**src/hdl/deic_pkg.sv**
```systemverilog
`default_nettype none
package deic_pkg;

  localparam int unsigned DIV_CELLS = 49;
  localparam int unsigned NUM_W     = 49;
  localparam logic [31:0] TIME_STEP_RESET = 32'h0010_0000;

  typedef struct packed {
    logic                  valid;
    logic                  zm;
    logic                  ov;
    logic [1:0]            neg;
    logic [31:0]           mass;
    logic [1:0][31:0]      pos;
    logic [1:0][31:0]      vel;
    logic [1:0][31:0]      drag;
    logic [1:0][31:0]      rem;
    logic [1:0][NUM_W-1:0] nq;
  } div_stage_t;

  typedef struct packed {
    logic             valid;
    logic             zm;
    logic             ov;
    logic [1:0][31:0] pos;
    logic [1:0][31:0] vel;
    logic [1:0][31:0] drag;
    logic [1:0][31:0] acc;
    logic [1:0][31:0] nvel;
    logic [1:0][31:0] npos;
  } tail_stage_t;

  // {overflow, value}
  function automatic logic [32:0] sat32(input logic signed [65:0] x);
    logic [32:0] r;
    if (x > 66'sd2147483647) begin
      r = {1'b1, 32'h7fff_ffff};
    end else if (x < -66'sd2147483648) begin
      r = {1'b1, 32'h8000_0000};
    end else begin
      r = {1'b0, x[31:0]};
    end
    return r;
  endfunction

endpackage
`default_nettype wire

```
**src/hdl/deic_div_cell.sv**
```systemverilog
`default_nettype none
module deic_div_cell (
  input  wire logic                 clk,
  input  wire logic                 rst,
  input  wire logic                 en,
  input  wire deic_pkg::div_stage_t d,
  output deic_pkg::div_stage_t      q
);

  deic_pkg::div_stage_t nxt;

  // one restoring quotient bit per lane
  always_comb begin
    logic [32:0] t;
    nxt = d;
    for (int k = 0; k < 2; k++) begin
      t = {d.rem[k], d.nq[k][deic_pkg::NUM_W-1]};
      if (t >= {1'b0, d.mass}) begin
        nxt.rem[k] = 32'(t - {1'b0, d.mass});
        nxt.nq[k]  = {d.nq[k][deic_pkg::NUM_W-2:0], 1'b1};
      end else begin
        nxt.rem[k] = t[31:0];
        nxt.nq[k]  = {d.nq[k][deic_pkg::NUM_W-2:0], 1'b0};
      end
    end
  end

  always_ff @(posedge clk) begin
    if (rst) begin
      q.valid <= 1'b0;
    end else if (en) begin
      q <= nxt;
    end
  end

endmodule
`default_nettype wire

```
**config.mk**
```make
export PLATFORM = sky130hd
export DESIGN_NAME = deic_div_cell
export DESIGN_NICKNAME = d
export VERILOG_FILES = /design/src/hdl/deic_pkg.sv /design/src/hdl/deic_div_cell.sv
export SDC_FILE = /design/constraint.sdc
export NUM_CORES = 1
export LEC_CHECK = 0
export ABC_AREA = 1
export BUFFER_PORTS_ARGS = -buffer_cell sky130_fd_sc_hd__buf_2
export CORE_AREA = 3 3 302 304
export CTS_CLUSTER_DIAMETER = 60
export DETAILED_ROUTE_END_ITERATION = 7
export DIE_AREA = 0 0 305 307
export GPL_TIMING_DRIVEN = 0
export SLEW_MARGIN = 20
export SYNTH_ARGS = -nofsm -noshare
export SYNTH_HDL_FRONTEND = slang
export SYNTH_SLANG_ARGS = --single-unit
```
**constraint.sdc**
```tcl
create_clock -name clk -period 16.9 [get_ports clk]
set_clock_uncertainty 0.05 [all_clocks]
set_input_delay 0.845 -clock clk [delete_from_list [all_inputs] [get_ports clk]]
set_output_delay 0.845 -clock clk [all_outputs]
set_load 0.02 [all_outputs]
```
==> results of run 1 <==
==> routing by layer <==
layer	GRT usage [%]	vias up	share of wire (%)
li1	-	7524	-
met4	5.61	54	3.4
met2	38.7	772	49
met5	0	-	0.32
met3	13.6	224	15
met1	21.3	7478	32
==> critical path: stages <==
cell,delay (ns)
buf_2,0.12
inv_1,0.18
ha_1,0.36
nand2_1,0.16
nor2_1,0.10
nand2_1,0.19
nor3_1,0.07
nand2_1,0.08
nand3_1,0.06
nor2_1,0.53
buf_2,0.34
nand3_1,0.09
nand2_1,0.19
==> worst min path at each step <==
stage	endpoint	start	slack, ns	cells after the start
2_1_floorplan	q[390]	q[390]	0.48	2
3_3_place_gp	q[390]	q[390]	0.40	2
6_report	q[54]	d[53]	0.30	1
4_1_cts	q[54]	d[53]	0.24	1
3_5_place_dp	q[390]	q[390]	0.42	2
5_1_grt	q[227]	d[227]	0.24	1
==> where the power goes <==
group	switching (W)	internal [W]	total, W
registers	0.0000204	0.00115	0.00117
logic	0.000372	0.000163	0.000535
clock network	0.000505	0.000723	0.00123
==> final cells by class <==
type / count / area (sq um) / share of cell area [%]
antenna: 22 / 55.1 / 0.212
multi-input combinational: 1059 / 5130 / 19.8
sequential: 391 / 11700 / 45.2
inverter: 308 / 1160 / 4.45
tap: 1165 / 1460 / 5.62
buffer: 18 / 136 / 0.525
timing repair buffer: 802 / 4340 / 16.7
clock inverter: 43 / 500 / 1.93
clock buffer: 62 / 1450 / 5.57
==> placed cells by master (no fill, tap or decap), types with 2 or more instances in the layout <==
master	instances
inv_6	6
nor2_1	81
clkinv_16	2
xnor2_1	2
bufinv_16	6
clkinvlp_4	5
buf_16	8
clkbuf_1	5
clkinv_2	6
inv_8	4
fa_1	2
o21bai_1	2
nor2_4	2
edfxtp_1	390
inv_1	307
ha_1	64
clkbuf_16	57
nand2_1	659
nand3_1	120
buf_2	796
diode_2	22
and2_1	8
clkinv_4	6
clkinv_1	7
nand3b_1	4
xor2_1	26
nand2_2	13
nand3_2	5
buf_12	11
buf_6	5
a21oi_1	36
nor3_4	2
nor3_1	21
nand4_1	8
==> cells by family after synthesis <==
| group | Yosys count | synth area share (%) |
|---|---|---|
| flops | 391 | 64.7 |
| simple gates | 926 | 21.1 |
| xor+xnor | 28 | 1.35 |
| buf+inv | 326 | 7.12 |
| compound gates | 39 | 1.12 |
| fa+ha+maj | 66 | 4.63 |
==> per-stage QoR <==
step / setup slack (ns) / util (%) / cells
floorplan: 5.33 / - / 1776
global placement: 0.161 / 26.6 / 3725
detailed placement: 13.28 / 27.1 / 3743
CTS: 14.01 / 29.3 / 3848
global route: 13.86 / 29.3 / 3852
finish: 14.02 / 29.3 / 3870
==> impl_metrics.csv, run 1 <==
group,metric,value,unit
cells_and_area,top_regs,"q (391)",
floorplanning,initial_utilization,20.5,%
floorplanning,die_x,305,microns
setup_path,endpoint,"q[115]",
clock_tree,cts_tree,"built",
yosys,synth_top_area_cell,"edfxtp_1",
timing,rsz0062_at_grt,"false",
setup_path,worstSetupPathType,"input port to flop",
cells_and_area,area_growth,43.0,%
clock_tree,cts.sinks,391,
clock_tree,clock_path_buffers,3,
timing,slew_headroom,48.0,%
global_route,grt_usage,21.8,%
hold_path,hold_path_class,"input port to flop",
yosys,syn_area_per_cell,10.2,sq um
setup_path,worstSetupEndpointType,"flop",
setup_path,ff2ff_setup_slack,16.28,ns
route,ant_nets,0,
yosys,syn_inst,1776,
yosys,syn_area,0.0181,sq mm
floorplanning,die_h,307,microns
clock_tree,cts_setup_buffers,0,
global_route,antenna_found_initial,99,
cells_and_area,largest_reg_flops,391,
timing,hold_viol,0,
yosys,syn_nets,2236,
power,p_leak,12.5,nW
timing,drv_slew,0,
global_route,overflow,0,
yosys,yosysSeqAreaShare,64.7,%
yosys,yosys.cell_count.top_type,"nand2_1",
power,p_per_area,113,mW/mm^2
route,num_vias,16100,
floorplanning,io_pins,785,
clock_tree,cts_hold_buf,0,
clock_tree,insertion_delay,0.65,ns
timing,fin_crit,2.88,ns
clock_tree,clk_transition_reported_paths,0.06,ns
yosys,synth_top_area_share,64.5,%
setup_path,critPathArrivalTime,3.32,ns
floorplanning,core,0.0885,sq mm
route,finalWirelength,106000,microns
placement,place_congestion,0.919,
cells_and_area,fin_nets,3097,
status,status,"finished clean",
clock_tree,cts_made_buffers,57,
floorplanning,dieArea,0.0936,sq mm
yosys,synthTopCellsByArea,"edfxtp_1, nand2_1, inv_1",
setup_path,timing.rr.end,"q[390]",
setup_path,worst_r2r_startpoint,"q[390]",
clock_tree,cts_resized,0,
yosys,synthTopCellsByCount,"nand2_1, edfxtp_1, inv_1, nand3_1, nor2_1",
timing,period_share,17.0,%
cells_and_area,stdcell_area,0.0260,sq mm
setup_path,critPathLaunchType,"input port",
power,power,0.00294,W
timing,tightest_slew,0.779,ns
route,first_pass_iters,5,
yosys,ys_ff_latch,391,
clock_tree,h-tree-depth,2,
timing,final.setup.tns,0,ns
route,drc_errors,0,
run,maxCapViolations,0,
setup_path,ff2ff_path_depth,2,
global_route,grt_pass1_wl,137000,microns
timing,hold_slack,0.297,ns
global_route,first_global_vias,15600,
cells_and_area,layout-drive-gt1-share,35.0,%
yosys,synth_flop_cell,"edfxtp_1",
global_route,grt_max_degree,30,
route,via_per_inst,4.15,
yosys,synth-edff-count,390,
timing,setup_violations,0,
setup_path,crit_required,17.34,ns
cells_and_area,largest_register,"q",
yosys,ys_types,28,
cells_and_area,fillers,9471,
timing,fmax,0.347,GHz
route,drt_iter0_markers,1069,
yosys,synth-async-reset-ratio,0,%
power,peakVddDrop,0.0829,mV
clock_tree,cts_root_buf,"clkbuf_16",
yosys,yosys_warnings,0,
floorplanning,num_rows,109,
route,wire_per_inst,27.3,microns
setup_path,critPathLaunch,"d[375]",
placement,place_area,0.0240,sq mm
placement,port-buffer-count,784,
placement,place_hpwl,92600,microns
setup_path,critPathMaxFanout,10,
Power figures use the tool's default switching activity.
==> run 2: changes to the inputs <==
- ABC_AREA: 1 -> 0
- clock period: 16.9 -> 2.85 ns (I/O delays scaled with it)
==> run 2 against run 1 <==
  * Largest power group unchanged
  * Critical path depth unchanged
  * Clock-buffer cell count rose by 1
  * Largest cell class unchanged
  * Critical endpoint is now q[119]
  * Sequential cell count stayed put
  * Sequential share of layout area down 3.5 points
  * Combinational power rose to 6.6 times the previous value
==> impl_metrics.csv, run 2 <==
group,metric,value,unit
setup_path,critical_path_buf_inv_count,4,
setup_path,slowest_delay,0.39,ns
route,via_per_inst,4.01,
setup_path,critPathArrivalTime,3.07,ns
yosys,ys_ff_latch,391,
cells_and_area,layout-drive-gt1-share,42.8,%
setup_path,worstSetupPathType,"input port to flop",
clock_tree,insertion_delay,0.65,ns
yosys,ys_types,63,
cells_and_area,fin_nets,2741,
yosys,synth-async-reset-ratio,0,%
cells_and_area,area_growth,74.1,%
floorplanning,core,0.0885,sq mm
setup_path,critPathLaunchType,"input port",
yosys,syn_area_per_cell,15.9,sq um
timing,fin_crit,2.75,ns
route,finalWirelength,94200,microns
power,peakVddDrop,0.608,mV
placement,place_hpwl,77000,microns
setup_path,worst_r2r_startpoint,"q[390]",
setup_path,critPathTopFamily,"compound AO/OA/AOI/OAI gates",
route,ant_nets,0,
setup_path,critPathMaxFanout,10,
clock_tree,cts.sinks,391,
setup_path,cpMaxStageDelayCell,"a211oi_4",
floorplanning,die_x,305,microns
placement,port-buffer-count,784,
setup_path,crit_required,3.17,ns
global_route,grt_max_degree,30,
yosys,synth_top_area_cell,"edfxtp_1",
yosys,synth_flop_cell,"edfxtp_1",
route,wire_per_inst,26.8,microns
floorplanning,dieArea,0.0936,sq mm
setup_path,critPathLaunch,"d[355]",
floorplanning,num_rows,109,
run,maxCapViolations,0,
clock_tree,cts_root_buf,"clkbuf_16",
cells_and_area,largest_reg_flops,391,
global_route,grt_usage,19.4,%
power,p_leak,11.7,nW
yosys,synthTopCellsByArea,"edfxtp_1, ha_1, mux2_2",
cells_and_area,largest_register,"q",
floorplanning,initial_utilization,18.3,%
timing,fmax,0.364,GHz
global_route,antenna_found_initial,46,
clock_tree,clk_transition_reported_paths,0.06,ns
route,drc_errors,0,
global_route,first_global_vias,14400,
placement,place_area,0.0220,sq mm
timing,drv_slew,0,
yosys,yosys.cell_count.top_type,"edfxtp_1",
timing,tightest_slew,0.793,ns
clock_tree,clock_path_buffers,3,
clock_tree,cts_made_buffers,57,
yosys,syn_area,0.0162,sq mm
clock_tree,cts_tree,"built",
cells_and_area,top_regs,"q (391)",
floorplanning,die_h,307,microns
timing,period_share,96.5,%
yosys,syn_inst,1017,
cells_and_area,fin_util,31.8,%
cells_and_area,stdcell_area,0.0281,sq mm
cells_and_area,layout_commonest_cell,"buf_2",
yosys,yosys_warnings,0,
route,first_pass_iters,5,
timing,hold_slack,0.115,ns
hold_path,hold_path_class,"input port to flop",
cells_and_area,layout_common_cells,"buf_2, dlygate4sd3_1, edfxtp_1, a21oi_1, ha_1",
floorplanning,io_pins,785,
yosys,synth_top_area_share,72.5,%
power,p_per_area,641,mW/mm^2
yosys,synth-edff-count,390,
status,status,"finished clean",
yosys,syn_nets,1477,
timing,hold_viol,0,
route,num_vias,14100,
clock_tree,h-tree-depth,2,
yosys,synthTopCellsByCount,"edfxtp_1, a21oi_1, ha_1, mux2_2, inv_1",
timing,slew_headroom,46.6,%
global_route,grt_pass1_wl,124000,microns
timing,rsz0062_at_grt,"false",
placement,place_congestion,0.863,
yosys,yosysSeqAreaShare,72.6,%
global_route,overflow,0,
route,drt_iter0_markers,959,
timing,setup_violations,0,
hold_path,hp-start,"d[161]",
setup_path,worstSetupEndpointType,"flop",
setup_path,path_cells,"clkbuf_4, inv_1, ha_1, nand2b_1, a21oi_4, nor3_2, o31a_1, a31oi_4, a41oi_4, a211oi_4, buf_12, buf_8, mux2_2",
-- run 2: changes by cell type after synthesis, moves of 13 or more --
cell	before	now
nand2_1	659	42
inv_1	307	51
nand3_1	120	14
mux2_2	0	52
a21oi_1	36	75
xnor2_1	2	38
o21ai_0	0	35
nor2_1	82	50
a21o_1	1	28
nand2_2	13	0
-- run 2: repair_timing --
action,CTS,global route
cloned,0,1
setup endpoints to repair,28,54
buffers inserted,0,6
gates resized for setup,3,15
hold endpoints to repair,443,5
pin swaps,0,3
hold buffers,387,8
-- run 2: worst min-delay path, cell delays in order --
cell and delay (ns):
buf_2 0.08, nor2_1 0.06, o211ai_4 0.12, buf_4 0.24
-- run 2: cells by family (layout without fill, tap and decap cells) --
group / Yosys count / count (layout) / synth area share, %
buffers and inverters: 72 / 1380 / 1.94
flip-flops: 391 / 391 / 72.6
adder cells (fa/ha/maj): 66 / 66 / 5.20
multiplexers: 58 / 58 / 4.02
XOR/XNOR: 53 / 53 / 2.87
AO/OA/AOI/OAI: 210 / 210 / 8.54
AND/OR/NAND/NOR: 167 / 167 / 4.86
other: 0 / 24 / 0
-- run 2: final cells by class --
class	instances	area, sq um
Antenna cell	24	60.1
Buffer	20	126
Clock buffer	63	1470
Clock inverter	40	527
Fill cell	8984	60400
Inverter	51	191
Multi-Input combinational cell	554	4180
Sequential cell	391	11700
Tap cell	1165	1460
Timing Repair Buffer	1206	8390
-- run 2: stage by stage --
stage	worst slack (ns)	setup TNS (ns)	total power, W	cells
final	0.101	0	0.0180	3514
after global placement	-6.86	-2683.75	0.0101	2966
after floorplan	-3.60	-1404.76	0.00871	1017
after detailed placement	-0.836	-44.87	0.0101	2986
after global routing	0.0107	0	0.0188	3504
after CTS	0.0157	0	0.0183	3476
-- run 2: report_power, final --
part / internal [W] / switching (W) / total [W]
clock network: 0.00451 / 0.00302 / 0.00754
registers: 0.00685 / 0.000110 / 0.00696
logic: 0.00146 / 0.00209 / 0.00355
total: 0.0128 / 0.00522 / 0.0180
-- run 2: routing by layer --
layer | wire, microns | global-route usage (%)
met3 | 10700 | 9.70
met5 | 111 | 0
met2 | 42500 | 30.8
met4 | 3830 | 6.58
met1 | 37000 | 22.7
-- run 2: worst paths after layout --
check / to / slack [ns] / depth (start not counted)
hold reg to reg: q[390] / 1.02 / 3
hold / removal: q[49] / 0.12 / 4
setup reg to reg: q[390] / 1.65 / 3
setup / recovery: q[119] / 0.10 / 13
==> run 3: changes to the inputs <==
- REMOVE_ABC_BUFFERS: unset -> 1
==> run 3 against run 2 <==
  * Hold slack got worse by 0.054 ns
  * Highest routed layer unchanged
  * Non-clock buffer count down 18
  * Critical endpoint is now q[112]
  * Sequential power is essentially flat
  * Register-to-register slack about the same
  * Largest cell class unchanged
  * Global-route usage shrank 0.61 points
==> impl_metrics.csv, run 3 (synthesis gave the netlist of run 2 again) <==
group,metric,value,unit
timing,setup_violations,0,
placement,place_congestion,0.837,
timing,period_share,95.1,%
cells_and_area,fin_util,31.9,%
clock_tree,h-tree-depth,2,
power,seqPwrFrac,38.1,%
power,switchingPower,0.00536,W
setup_path,critPathArrivalTime,3.04,ns
global_route,grt_pass1_wl,121000,microns
clock_tree,clock_path_buffers,3,
route,ant_nets,0,
setup_path,crit_required,3.18,ns
route,drc_errors,0,
setup_path,ff2ff_path_depth,3,
setup_path,critPathLaunchType,"input port",
global_route,met1_usage,22.4,%
clock_tree,insertion_delay,0.66,ns
run,maxCapViolations,0,
power,p_comb_share,19.2,%
clock_tree,clk_transition_reported_paths,0.06,ns
cells_and_area,fin_nets,2726,
floorplanning,num_rows,109,
route,via_per_inst,4.03,
timing,slew_headroom,54.2,%
floorplanning,core,0.0885,sq mm
global_route,grt_max_degree,31,
setup_path,worstSetupEndpointType,"flop",
floorplanning,io_pins,785,
power,switching_share,29.3,%
cells_and_area,largest_reg_flops,391,
global_route,grt_busiest_layer,"met2",
timing,fmax,0.369,GHz
global_route,overflow,0,
hold_path,hold_path_class,"input port to flop",
clock_tree,cts_tree,"built",
route,finalWirelength,91200,microns
power,internal_power,0.0129,W
route,first_pass_iters,5,
cells_and_area,largest_register,"q",
clock_tree,cts_made_buffers,60,
power,peakVddDrop,0.465,mV
placement,port-buffer-count,784,
timing,final.setup.tns,0,ns
clock_tree,cts_root_buf,"clkbuf_16",
cells_and_area,layout_common_cells,"buf_2, dlygate4sd3_1, edfxtp_1, a21oi_1, clkbuf_16",
global_route,grt_usage,18.8,%
hold_path,hold_depth,4,
power,p_per_area,647,mW/mm^2
power,pwr-share-clk,42.7,%
cells_and_area,area_growth,74.7,%
timing,tightest_slew,0.680,ns
route,num_vias,14100,
global_route,use_met2,29.7,%
global_route,antenna_found_initial,47,
cells_and_area,top_regs,"q (391)",
cells_and_area,stdcell_area,0.0282,sq mm
setup_path,critPathMaxFanout,13,
timing,fin_crit,2.71,ns
status,status,"finished clean",
floorplanning,initial_utilization,18.3,%
cells_and_area,layout-drive-gt1-share,43.3,%
setup_path,worstSetupPathType,"input port to flop",
floorplanning,die_h,307,microns
global_route,use_met3,8.66,%
floorplanning,dieArea,0.0936,sq mm
power,p_leak,11.8,nW
route,wire_per_inst,26.0,microns
timing,hold_viol,0,
placement,place_hpwl,74100,microns
route,drt_iter0_markers,973,
global_route,first_global_vias,14400,
timing,rsz0062_at_grt,"false",
cells_and_area,layout_commonest_cell,"buf_2",
placement,place_area,0.0219,sq mm
timing,drv_slew,0,
floorplanning,die_x,305,microns
clock_tree,cts.sinks,391,
-- run 3: power by group through the flow --
stage                     clock, W  combinational, W  sequential [W]
after global placement           0           0.00289         0.00731
after global routing       0.00828           0.00376         0.00700
after floorplan                  0           0.00101         0.00779
after CTS                  0.00807           0.00354         0.00696
after detailed placement         0           0.00300         0.00707
final                      0.00781           0.00351         0.00696
-- run 3: worst max-delay path, stage by stage --
cell      delay (ns)
buf_2           0.09
inv_1           0.06
ha_1            0.48
nand2_1         0.20
nor2_1          0.13
nand4_1         0.32
nor4_4          0.48
nor2_1          0.13
a211oi_4        0.29
buf_12          0.16
buf_8           0.16
mux2_2          0.38
-- run 3: path summary, 6_finish.rpt --
kind / from / endpoint / slack [ns]
min reg2reg: q[390] / q[390] / 1.02
max: d[371] / q[112] / 0.14
min: d[161] / q[49] / 0.06
max reg2reg: q[390] / q[390] / 1.64
-- run 3: layout make-up --
cell class	instances	area, sq um
Multi-Input combinational cell	554	4220
Sequential cell	391	11700
Tap cell	1165	1460
Antenna cell	23	57.6
Inverter	51	191
Clock buffer	63	1530
Timing Repair Buffer	1208	8460
Clock inverter	50	589
Fill cell	8956	60300
-- run 3: metrics by stage --
| stage | total power, W | cells | hold slack, ns | setup slack, ns |
|---|---|---|---|---|
| floorplan | 0.00880 | 996 | 0.165 | -15.77 |
| global placement | 0.0102 | 2945 | 0.270 | -24.76 |
| detailed placement | 0.0101 | 2968 | 0.271 | -1.19 |
| CTS | 0.0186 | 3475 | -0.358 | 0.0182 |
| global route | 0.0190 | 3493 | 0.0571 | 0.00208 |
| finish | 0.0183 | 3505 | 0.0616 | 0.139 |
-- run 3: timing repair --
| action | in CTS | in global routing |
|---|---|---|
| pin swaps | 3 | 6 |
| hold endpoints to repair | 437 | 3 |
| setup buffers | 4 | 2 |
| endpoints found under the setup margin | 33 | 49 |
| resized for setup | 4 | 16 |
| hold buffers | 390 | 5 |
-- run 3: metal layers --
| layer | vias up | part of all wire, % |
|---|---|---|
| met5 | - | 0.23 |
| met4 | 34 | 4.0 |
| met3 | 163 | 10 |
| met2 | 593 | 45 |
| met1 | 6877 | 40 |
| li1 | 6466 | - |
